<file path="src/design/pst_pkg.sv">
package pst_pkg;

    // table size and coordinate width
    localparam int CAPACITY   = 64;
    localparam int COORD_BITS = 16;

    // the input coordinates are 16 bits wide, so at most 16 bits take part in a compare
    localparam int CMP_BITS  = (COORD_BITS < 16) ? COORD_BITS : 16;
    localparam int WORD_BITS = 2 * CMP_BITS;
    localparam int IDX_BITS  = (CAPACITY > 1) ? $clog2(CAPACITY) : 1;
    localparam int CNT_BITS  = $clog2(CAPACITY + 1);

    typedef enum logic [1:0] {
        OP_ADD    = 2'd0,
        OP_FIND   = 2'd1,
        OP_REMOVE = 2'd2,
        OP_CLEAR  = 2'd3
    } op_t;

    typedef enum logic [1:0] {
        ST_OK     = 2'd0,
        ST_ABSENT = 2'd1,
        ST_FULL   = 2'd2
    } status_t;

    // one classified command from the front to the back
    typedef struct packed {
        op_t                 op;
        logic [CMP_BITS-1:0] px;
        logic [CMP_BITS-1:0] py;
    } cmd_t;

    typedef enum logic [2:0] {
        BK_IDLE,
        BK_ADD,
        BK_CLEAR,
        BK_SCAN,
        BK_MOVE_RD,
        BK_MOVE_WR,
        BK_FINISH
    } back_state_t;

endpackage

</file>
<file path="src/design/pst_ram.sv">
module pst_ram #(
    parameter int WIDTH = 32,
    parameter int DEPTH = 64
) (
    input  logic                     aclk,
    input  logic                     we,
    input  logic [$clog2(DEPTH)-1:0] waddr,
    input  logic [WIDTH-1:0]         wdata,
    input  logic [$clog2(DEPTH)-1:0] raddr,
    output logic [WIDTH-1:0]         rdata
);

    logic [WIDTH-1:0] mem [DEPTH];
    logic [WIDTH-1:0] rdata_reg;

    always_ff @(posedge aclk) begin
        if (we) begin
            mem[waddr] <= wdata;
        end
        rdata_reg <= mem[raddr];
    end

    assign rdata = rdata_reg;

endmodule

</file>
<file path="src/design/pst_front.sv">
module pst_front (
    input  logic                 aclk,
    input  logic                 aresetn,
    input  logic                 s_valid,
    output logic                 s_ready,
    input  logic [1:0]           s_kind,
    input  logic signed [15:0]   s_point_x,
    input  logic signed [15:0]   s_point_y,
    output logic                 cmd_valid,
    input  logic                 cmd_ready,
    output pst_pkg::cmd_t        cmd
);

    pst_pkg::cmd_t cmd_in;
    pst_pkg::cmd_t q_mem_reg [2];
    logic          wr_ptr_reg;
    logic          rd_ptr_reg;
    logic [1:0]    fill_reg;
    logic [1:0]    fill_next;
    logic          push;
    logic          pop;

    // classify the word and keep only the compared coordinate bits
    always_comb begin
        cmd_in.op = pst_pkg::op_t'(s_kind);
        cmd_in.px = s_point_x[pst_pkg::CMP_BITS-1:0];
        cmd_in.py = s_point_y[pst_pkg::CMP_BITS-1:0];
    end

    assign s_ready   = (fill_reg != 2'd2);
    assign cmd_valid = (fill_reg != 2'd0);
    assign cmd       = q_mem_reg[rd_ptr_reg];
    assign push      = s_valid && s_ready;
    assign pop       = cmd_valid && cmd_ready;

    always_comb begin
        fill_next = fill_reg;
        if (push && !pop) begin
            fill_next = fill_reg + 2'd1;
        end else if (pop && !push) begin
            fill_next = fill_reg - 2'd1;
        end
    end

    always_ff @(posedge aclk) begin
        if (!aresetn) begin
            wr_ptr_reg <= 1'b0;
            rd_ptr_reg <= 1'b0;
            fill_reg   <= 2'd0;
        end else begin
            if (push) begin
                wr_ptr_reg <= ~wr_ptr_reg;
            end
            if (pop) begin
                rd_ptr_reg <= ~rd_ptr_reg;
            end
            fill_reg <= fill_next;
        end
    end

    always_ff @(posedge aclk) begin
        if (push) begin
            q_mem_reg[wr_ptr_reg] <= cmd_in;
        end
    end

endmodule

</file>
<file path="src/design/pst_back.sv">
module pst_back (
    input  logic                          aclk,
    input  logic                          aresetn,
    input  logic                          cmd_valid,
    output logic                          cmd_ready,
    input  pst_pkg::cmd_t                 cmd,
    output logic                          ram_we,
    output logic [pst_pkg::IDX_BITS-1:0]  ram_waddr,
    output logic [pst_pkg::WORD_BITS-1:0] ram_wdata,
    output logic [pst_pkg::IDX_BITS-1:0]  ram_raddr,
    input  logic [pst_pkg::WORD_BITS-1:0] ram_rdata,
    output logic                          m_valid,
    input  logic                          m_ready,
    output logic [1:0]                    m_status,
    output logic [5:0]                    m_slot_index,
    output logic [6:0]                    m_entry_count,
    output logic                          m_is_full,
    output logic                          m_is_empty
);

    localparam logic [pst_pkg::CNT_BITS-1:0] CNT_FULL = pst_pkg::CNT_BITS'(pst_pkg::CAPACITY);
    localparam logic [pst_pkg::CNT_BITS-1:0] CNT_ONE  = pst_pkg::CNT_BITS'(1);

    pst_pkg::back_state_t              state_reg;
    pst_pkg::back_state_t              state_next;
    pst_pkg::op_t                      op_reg;
    logic [pst_pkg::WORD_BITS-1:0]     target_reg;
    logic [pst_pkg::CNT_BITS-1:0]      count_reg;
    logic [pst_pkg::CNT_BITS-1:0]      scan_reg;
    logic [pst_pkg::IDX_BITS-1:0]      cmp_idx_reg;
    logic                              pend_reg;
    pst_pkg::status_t                  res_status_reg;
    logic [pst_pkg::IDX_BITS-1:0]      res_slot_reg;
    logic [pst_pkg::CNT_BITS-1:0]      last_cnt;
    logic [31:0]                       slot_wide;
    logic [31:0]                       count_wide;
    logic                              hit;
    logic                              scan_end;
    logic                              issue;
    logic                              out_free;

    logic                              m_valid_reg;
    logic [1:0]                        m_status_reg;
    logic [5:0]                        m_slot_reg;
    logic [6:0]                        m_count_reg;
    logic                              m_full_reg;
    logic                              m_empty_reg;

    assign last_cnt = count_reg - CNT_ONE;
    assign hit      = pend_reg && (ram_rdata == target_reg);
    assign scan_end = (scan_reg == count_reg);
    assign issue    = !hit && !scan_end;
    assign out_free = !m_valid_reg || m_ready;

    always_comb begin
        state_next = state_reg;
        case (state_reg)
            pst_pkg::BK_IDLE: begin
                if (cmd_valid) begin
                    case (cmd.op)
                        pst_pkg::OP_ADD:    state_next = pst_pkg::BK_ADD;
                        pst_pkg::OP_CLEAR:  state_next = pst_pkg::BK_CLEAR;
                        default:            state_next = pst_pkg::BK_SCAN;
                    endcase
                end
            end
            pst_pkg::BK_ADD:   state_next = pst_pkg::BK_FINISH;
            pst_pkg::BK_CLEAR: state_next = pst_pkg::BK_FINISH;
            pst_pkg::BK_SCAN: begin
                if (hit) begin
                    state_next = (op_reg == pst_pkg::OP_REMOVE) ? pst_pkg::BK_MOVE_RD
                                                               : pst_pkg::BK_FINISH;
                end else if (scan_end) begin
                    state_next = pst_pkg::BK_FINISH;
                end
            end
            pst_pkg::BK_MOVE_RD: state_next = pst_pkg::BK_MOVE_WR;
            pst_pkg::BK_MOVE_WR: state_next = pst_pkg::BK_FINISH;
            pst_pkg::BK_FINISH: begin
                if (out_free) begin
                    state_next = pst_pkg::BK_IDLE;
                end
            end
            default: state_next = pst_pkg::BK_IDLE;
        endcase
    end

    always_comb begin
        cmd_ready = 1'b0;
        ram_we    = 1'b0;
        ram_waddr = count_reg[pst_pkg::IDX_BITS-1:0];
        ram_wdata = target_reg;
        ram_raddr = scan_reg[pst_pkg::IDX_BITS-1:0];
        case (state_reg)
            pst_pkg::BK_IDLE: cmd_ready = 1'b1;
            pst_pkg::BK_ADD:  ram_we = (count_reg != CNT_FULL);
            pst_pkg::BK_MOVE_RD: ram_raddr = last_cnt[pst_pkg::IDX_BITS-1:0];
            pst_pkg::BK_MOVE_WR: begin
                ram_we    = 1'b1;
                ram_waddr = res_slot_reg;
                ram_wdata = ram_rdata;
            end
            default: cmd_ready = 1'b0;
        endcase
    end

    always_ff @(posedge aclk) begin
        if (!aresetn) begin
            state_reg   <= pst_pkg::BK_IDLE;
            count_reg   <= '0;
            pend_reg    <= 1'b0;
            m_valid_reg <= 1'b0;
        end else begin
            state_reg <= state_next;
            if (state_reg == pst_pkg::BK_FINISH && out_free) begin
                m_valid_reg <= 1'b1;
            end else if (m_ready) begin
                m_valid_reg <= 1'b0;
            end
            case (state_reg)
                pst_pkg::BK_IDLE: pend_reg <= 1'b0;
                pst_pkg::BK_ADD: begin
                    if (count_reg != CNT_FULL) begin
                        count_reg <= count_reg + CNT_ONE;
                    end
                end
                pst_pkg::BK_CLEAR: count_reg <= '0;
                pst_pkg::BK_SCAN:  pend_reg <= issue;
                pst_pkg::BK_MOVE_WR: count_reg <= last_cnt;
                default: pend_reg <= 1'b0;
            endcase
        end
    end

    // payload and scan datapath, no reset needed
    always_ff @(posedge aclk) begin
        case (state_reg)
            pst_pkg::BK_IDLE: begin
                op_reg     <= cmd.op;
                target_reg <= {cmd.py, cmd.px};
                scan_reg   <= '0;
            end
            pst_pkg::BK_ADD: begin
                if (count_reg == CNT_FULL) begin
                    res_status_reg <= pst_pkg::ST_FULL;
                    res_slot_reg   <= '0;
                end else begin
                    res_status_reg <= pst_pkg::ST_OK;
                    res_slot_reg   <= count_reg[pst_pkg::IDX_BITS-1:0];
                end
            end
            pst_pkg::BK_CLEAR: begin
                res_status_reg <= pst_pkg::ST_OK;
                res_slot_reg   <= '0;
            end
            pst_pkg::BK_SCAN: begin
                cmp_idx_reg <= scan_reg[pst_pkg::IDX_BITS-1:0];
                if (issue) begin
                    scan_reg <= scan_reg + CNT_ONE;
                end
                if (hit) begin
                    res_status_reg <= pst_pkg::ST_OK;
                    res_slot_reg   <= cmp_idx_reg;
                end else if (scan_end) begin
                    res_status_reg <= pst_pkg::ST_ABSENT;
                    res_slot_reg   <= '0;
                end
            end
            pst_pkg::BK_FINISH: begin
                if (out_free) begin
                    m_status_reg <= res_status_reg;
                    m_slot_reg   <= slot_wide[5:0];
                    m_count_reg  <= count_wide[6:0];
                    m_full_reg   <= (count_reg == CNT_FULL);
                    m_empty_reg  <= (count_reg == '0);
                end
            end
            default: ;
        endcase
    end

    assign slot_wide  = 32'(res_slot_reg);
    assign count_wide = 32'(count_reg);

    assign m_valid       = m_valid_reg;
    assign m_status      = m_status_reg;
    assign m_slot_index  = m_slot_reg;
    assign m_entry_count = m_count_reg;
    assign m_is_full     = m_full_reg;
    assign m_is_empty    = m_empty_reg;

`ifndef NO_ASSERTIONS
    a_count_bound: assert property (@(posedge aclk) disable iff (!aresetn)
        count_reg <= CNT_FULL)
        else $error("entry count above capacity");

    a_add_grows: assert property (@(posedge aclk) disable iff (!aresetn)
        (state_reg == pst_pkg::BK_ADD && count_reg != CNT_FULL)
        |=> count_reg == $past(count_reg) + CNT_ONE)
        else $error("add did not grow the table by one");

    a_full_only_add: assert property (@(posedge aclk) disable iff (!aresetn)
        (state_reg == pst_pkg::BK_FINISH && res_status_reg == pst_pkg::ST_FULL)
        |-> op_reg == pst_pkg::OP_ADD)
        else $error("full status on an operation other than add");

    a_find_in_range: assert property (@(posedge aclk) disable iff (!aresetn)
        (state_reg == pst_pkg::BK_FINISH && op_reg == pst_pkg::OP_FIND
         && res_status_reg == pst_pkg::ST_OK)
        |-> {1'b0, res_slot_reg} < {1'b0, count_reg})
        else $error("found slot beyond the entry count");
`endif

endmodule

</file>
<file path="src/design/point_set_table_unit.sv">
// Unordered table of up to CAPACITY signed points with swap-on-remove. Each input word
// carries one operation (add, find, remove, clear) and yields exactly one result word
// with status, slot, entry count and full/empty flags. Add and clear execute without a
// scan; find walks the point memory one entry per cycle through its single read port,
// and remove does the same scan, then moves the last entry into the freed slot. A
// two-word command queue sits between the input side and the execution side, and the
// result sits in an output register, so the input keeps taking words while a result
// waits, until the queue is full. Stored points are not zeroed at reset or on clear;
// only entries below the count are ever read.
module point_set_table_unit (
    input  logic               aclk,
    input  logic               aresetn,
    input  logic               s_valid,
    output logic               s_ready,
    input  logic [1:0]         s_kind,
    input  logic signed [15:0] s_point_x,
    input  logic signed [15:0] s_point_y,
    output logic               m_valid,
    input  logic               m_ready,
    output logic [1:0]         m_status,
    output logic [5:0]         m_slot_index,
    output logic [6:0]         m_entry_count,
    output logic               m_is_full,
    output logic               m_is_empty
);

    // front to back command path
    logic          cmd_valid;
    logic          cmd_ready;
    pst_pkg::cmd_t cmd;

    // point memory port
    logic                          ram_we;
    logic [pst_pkg::IDX_BITS-1:0]  ram_waddr;
    logic [pst_pkg::WORD_BITS-1:0] ram_wdata;
    logic [pst_pkg::IDX_BITS-1:0]  ram_raddr;
    logic [pst_pkg::WORD_BITS-1:0] ram_rdata;

    // accept and classify each word, queue it for execution
    pst_front u_front (
        .aclk      (aclk),
        .aresetn   (aresetn),
        .s_valid   (s_valid),
        .s_ready   (s_ready),
        .s_kind    (s_kind),
        .s_point_x (s_point_x),
        .s_point_y (s_point_y),
        .cmd_valid (cmd_valid),
        .cmd_ready (cmd_ready),
        .cmd       (cmd)
    );

    // execute: append, scan, swap-remove, clear; hold the result until taken
    pst_back u_back (
        .aclk          (aclk),
        .aresetn       (aresetn),
        .cmd_valid     (cmd_valid),
        .cmd_ready     (cmd_ready),
        .cmd           (cmd),
        .ram_we        (ram_we),
        .ram_waddr     (ram_waddr),
        .ram_wdata     (ram_wdata),
        .ram_raddr     (ram_raddr),
        .ram_rdata     (ram_rdata),
        .m_valid       (m_valid),
        .m_ready       (m_ready),
        .m_status      (m_status),
        .m_slot_index  (m_slot_index),
        .m_entry_count (m_entry_count),
        .m_is_full     (m_is_full),
        .m_is_empty    (m_is_empty)
    );

    // point storage, {y, x} per slot
    pst_ram #(
        .WIDTH (pst_pkg::WORD_BITS),
        .DEPTH (pst_pkg::CAPACITY)
    ) u_store (
        .aclk  (aclk),
        .we    (ram_we),
        .waddr (ram_waddr),
        .wdata (ram_wdata),
        .raddr (ram_raddr),
        .rdata (ram_rdata)
    );

endmodule
</file>
<file path="config.mk">
export PLATFORM = sky130hd
export DESIGN_NAME = point_set_table_unit
export DESIGN_NICKNAME = d
export VERILOG_FILES = /design/src/design/pst_pkg.sv /design/src/design/pst_ram.sv /design/src/design/pst_front.sv /design/src/design/pst_back.sv /design/src/design/point_set_table_unit.sv
export SDC_FILE = /design/constraint.sdc
export NUM_CORES = 2
export LEC_CHECK = 0
export BUFFER_PORTS_ARGS = -buffer_cell sky130_fd_sc_hd__buf_2
export CORE_ASPECT_RATIO = 1.4
export CORE_MARGIN = 8
export CORE_UTILIZATION = 60
export CTS_CLUSTER_DIAMETER = 40
export DETAILED_ROUTE_END_ITERATION = 8
export PLACE_DENSITY = 0.76
export SYNTH_ARGS = -nofsm -noshare
export SYNTH_HDL_FRONTEND = slang
export SYNTH_SLANG_ARGS = --single-unit
</file>
<file path="constraint.sdc">
create_clock -name aclk -period 6.23 [get_ports aclk]
set_input_delay 0.3115 -clock aclk [delete_from_list [all_inputs] [get_ports aclk]]
set_output_delay 0.3115 -clock aclk [all_outputs]
set_load 0.005 [all_outputs]
</file>
==> run_results.csv <==
group,metric,value,unit
synthesis,synth_fa_ha_area_share,0.0736,%
global_routing,grt_pass1_wl,314000,um
global_routing,grt_util_met3,5.71,%
critical_path,critPathMaxFanout,38,
clocking,clock_latency,0.84,ns
critical_path,crit_type,"register to register",
critical_path,crit_required,6.95,ns
clocking,clk_pin_slew,0.07,ns
routing,drt-total-wl,224000,um
critical_path,slowest_delay,0.76,ns
clocking,numCtsBuffers,197,
synthesis,yosysTopAreaCell,"edfxtp_1",
clocking,clock_path_buffers,3,
min_path,hold_end,"u_front.q_mem_reg[0][5]",
routing,wl_per_cell,37.3,um
synthesis,synth-xor-area-share,0.515,%
sta,period_minus_slack,4.97,ns
synthesis,syn_area_per_cell,22.4,um2
synthesis,synthMuxAreaShare,14.3,%
critical_path,crit_slowest_cell,"o22ai_1",
synthesis,synth_async_sr_flop_share,0,%
critical_path,rrSetupSlack,1.26,ns
flow_run,cap_violations,0,
global_routing,grt_use_met2,46.7,%
sta,timing.hold.ws,0.211,ns
clocking,cts_setup_buffers,0,
die,num_rows,163,
layout,final_cell_count_no_fill,5997,
routing,drtPass1Iterations,8,
outcome,run_status,"complete, no violations",
layout,fin_nets,4048,
clocking,cts_tree,"yes",
clocking,htree_levels,4,
die,fp.dieArea,0.154,mm2
sta,tightest_slew,1.39,ns
routing,vias,42420,
synthesis,synth.area.top_cells,"edfxtp_1 (77%), mux4_2 (12%), o22ai_1 (1.9%)",
place,port_buffers,56,
synthesis,ys_types,64,
critical_path,arrival,5.69,ns
layout,drive_above_1_share,25.6,%
synthesis,yosysMostFrequentCell,"edfxtp_1",
critical_path,r2r-start,"u_back.state_reg[2]",
sta,slew_headroom,6.89,%
routing,drt_drc_violations_left,0,
global_routing,grt_pass1_vias,41951,
min_path,holdPathStages,2,
routing,drt_iter0_drc,6504,
min_path,min_path_type,"primary input to register",
synthesis,ys_seq_area_share,78.5,%
sta,rsz0062_at_grt,"false",
global_routing,grt_max_degree,83,
global_routing,grt_busiest_layer,"met2",
power_and_ir_drop,ir_worst_vdd,0.000482,V
synthesis,ys_warn_count,0,
routing,ant_nets,0,
synthesis,synth_seq_cells,2237,
clocking,clock-root-buffer,"clkbuf_16",
sta,setup_viol,0,
synthesis,ys.flop_type,"edfxtp_1",
critical_path,startpoint_type,"register",
sta,finClkSkew,0.0334,ns
synthesis,synth_nets,3842,
min_path,min_from,"s_point_y[5]",
synthesis,synth-edff-count,2188,
die,start_util,60.4,%
die,core_area,0.141,mm2
synthesis,yosys.area_share.simple,2.34,%
place,place_congestion,0.912,
die,ios,57,
critical_path,cpMostUsedCell,"buf_12",
sta,fin_crit_sh,79.8,%
power_and_ir_drop,powerDensity,530,mW/mm2
sta,clock.fmax,201,MHz
die,die_w,334,um
place,hpwlAfterDp,134000,um
critical_path,r2r_end,"u_store.rdata[10]",
global_routing,grt-ovfl-total,0,
layout,final_util,67.3,%
synthesis,synthesis.area,0.0850,mm2
die,die_y,461,um
sta,fin_setup_tns,0,ns
synthesis,synth-compound-area-share,2.62,%
routing,vias_per_cell,7.07,
layout,area_growth,11.4,%
place,dp_cells,5584,
global_routing,antenna_found_initial,21,
sta,layout_setup_ws,1.26,ns
synthesis,yosys-top-cells-count,"edfxtp_1 (2188), mux4_2 (459), o22ai_1 (259)",
critical_path,reg2regPathDepth,9,
power_and_ir_drop,leakage,0.0296,uW
synthesis,synth_top_area_share,77.3,%
sta,hold_viol,0,
synthesis,syn_inst,3799,
global_routing,grtUsageMet1,36.4,%
layout,largest_register_ffs,2048,
critical_path,critPathCaptureType,"register",
global_routing,track_usage,29.0,%
synthesis,synth_top_family_by_area,"multiplexers",
critical_path,cp_cell_sequence,"or3b_1 > a21oi_4 > buf_12 > buf_12 > buf_4 > mux4_1 > o22ai_1 > or4_1 > nor2_1",
clocking,clock_sinks,2237,
place,pre_cts_slack,1.36,ns
sta,slew_viol_final,0,
cells in the final DEF (no fill, tap or decap), types with 8 or more instances in the layout:
master         Yosys  final
o22ai_1          259    259
nor2_1           124     59
nor2_4             0     64
inv_1             12     12
a21oi_1           12     12
buf_4             13     90
inv_6              0     11
nand3_1           16     16
nand4_1           11     11
clkinvlp_4         0     13
nand2_4            0     10
buf_12            23     20
dlygate4sd3_1      0     37
clkbuf_16          0    199
clkbuf_1          61     37
or4_1             64     64
o21ai_4            1     13
o31ai_1            9      9
mux4_2           459    459
clkinv_2           0     32
buf_2             67     56
bufinv_16          0     13
dfxtp_1           49     49
nand2_1          141    108
edfxtp_1        2188   2188
o21ai_0           17     17
clkinv_1           0     44
mux2_2            32     32
xnor2_1           33     33
xor2_1            17     17
nand2_2            0     23
o21a_1             8      8
or3_1              9      9
diode_2            0      8
mux4_1            53     53
power by group:
part | total (uW) | leakage (uW) | switching (uW) | internal (uW)
Sequential | 20400 | 0.0201 | 512 | 19900
Combinational | 17800 | 0.00641 | 11400 | 6410
Clock | 12000 | 0.00306 | 5500 | 6480
Total | 50100 | 0.0296 | 17400 | 32700
layout make-up:
cell class,count,area [um2]
tap,1815,2270
timing repair buffer,203,1730
antenna,8,20.0
inverter,12,45.0
sequential,2237,66700
clock inverter,132,1200
fill,8270,46100
multi-input combinational,1354,17600
clock buffer,236,5120
through the flow:
stage,instance area (um2),total power (uW)
after floorplan,85000,31800
after global placement,87900,37800
after detailed placement,87900,38100
after CTS,94600,50100
after global routing,94600,51300
final,94700,50100
kinds of logic after synthesis:
family	after synthesis
xor+xnor	50
compound gates	345
simple gates	407
flops	2237
fa+ha+maj	5
buf+inv	208
mux	547
timing repair:
action | in CTS | in global routing
hold endpoints to repair | 85 | 0
hold buffers | 37 | 0
resized for setup | 0 | 0
how the worst max path moves through the flow:
| stage | from | end | slack, ns |
|---|---|---|---|
| floorplan | u_back.state_reg[2] | u_store.mem[25][0] | 2.74 |
| global placement | u_back.state_reg[2] | u_store.rdata[10] | 1.34 |
| detailed placement | u_back.state_reg[2] | u_store.rdata[10] | 1.36 |
| CTS | u_back.state_reg[2] | u_store.rdata[10] | 1.34 |
| global route | u_back.state_reg[2] | u_store.rdata[10] | 1.18 |
| finish | u_back.state_reg[2] | u_store.rdata[10] | 1.26 |
routing by layer:
metal,wire length [um],up-vias
met4,17600,22
met1,75800,22263
li1,-,16577
met2,109000,2975
met3,21500,583
met5,139,-
critical path, delay by kind of cell, from the launching register on:
| kind | cells | cell delay, ns |
|---|---|---|
| and+or+nand+nor | 3 | 0.99 |
| DFF | 1 | 0.73 |
| muxes | 1 | 0.62 |
| AOI/OAI and AO/OA | 2 | 1.48 |
| buffers and inverters | 3 | 0.96 |
No activity file was read; power rests on OpenSTA's default activity.
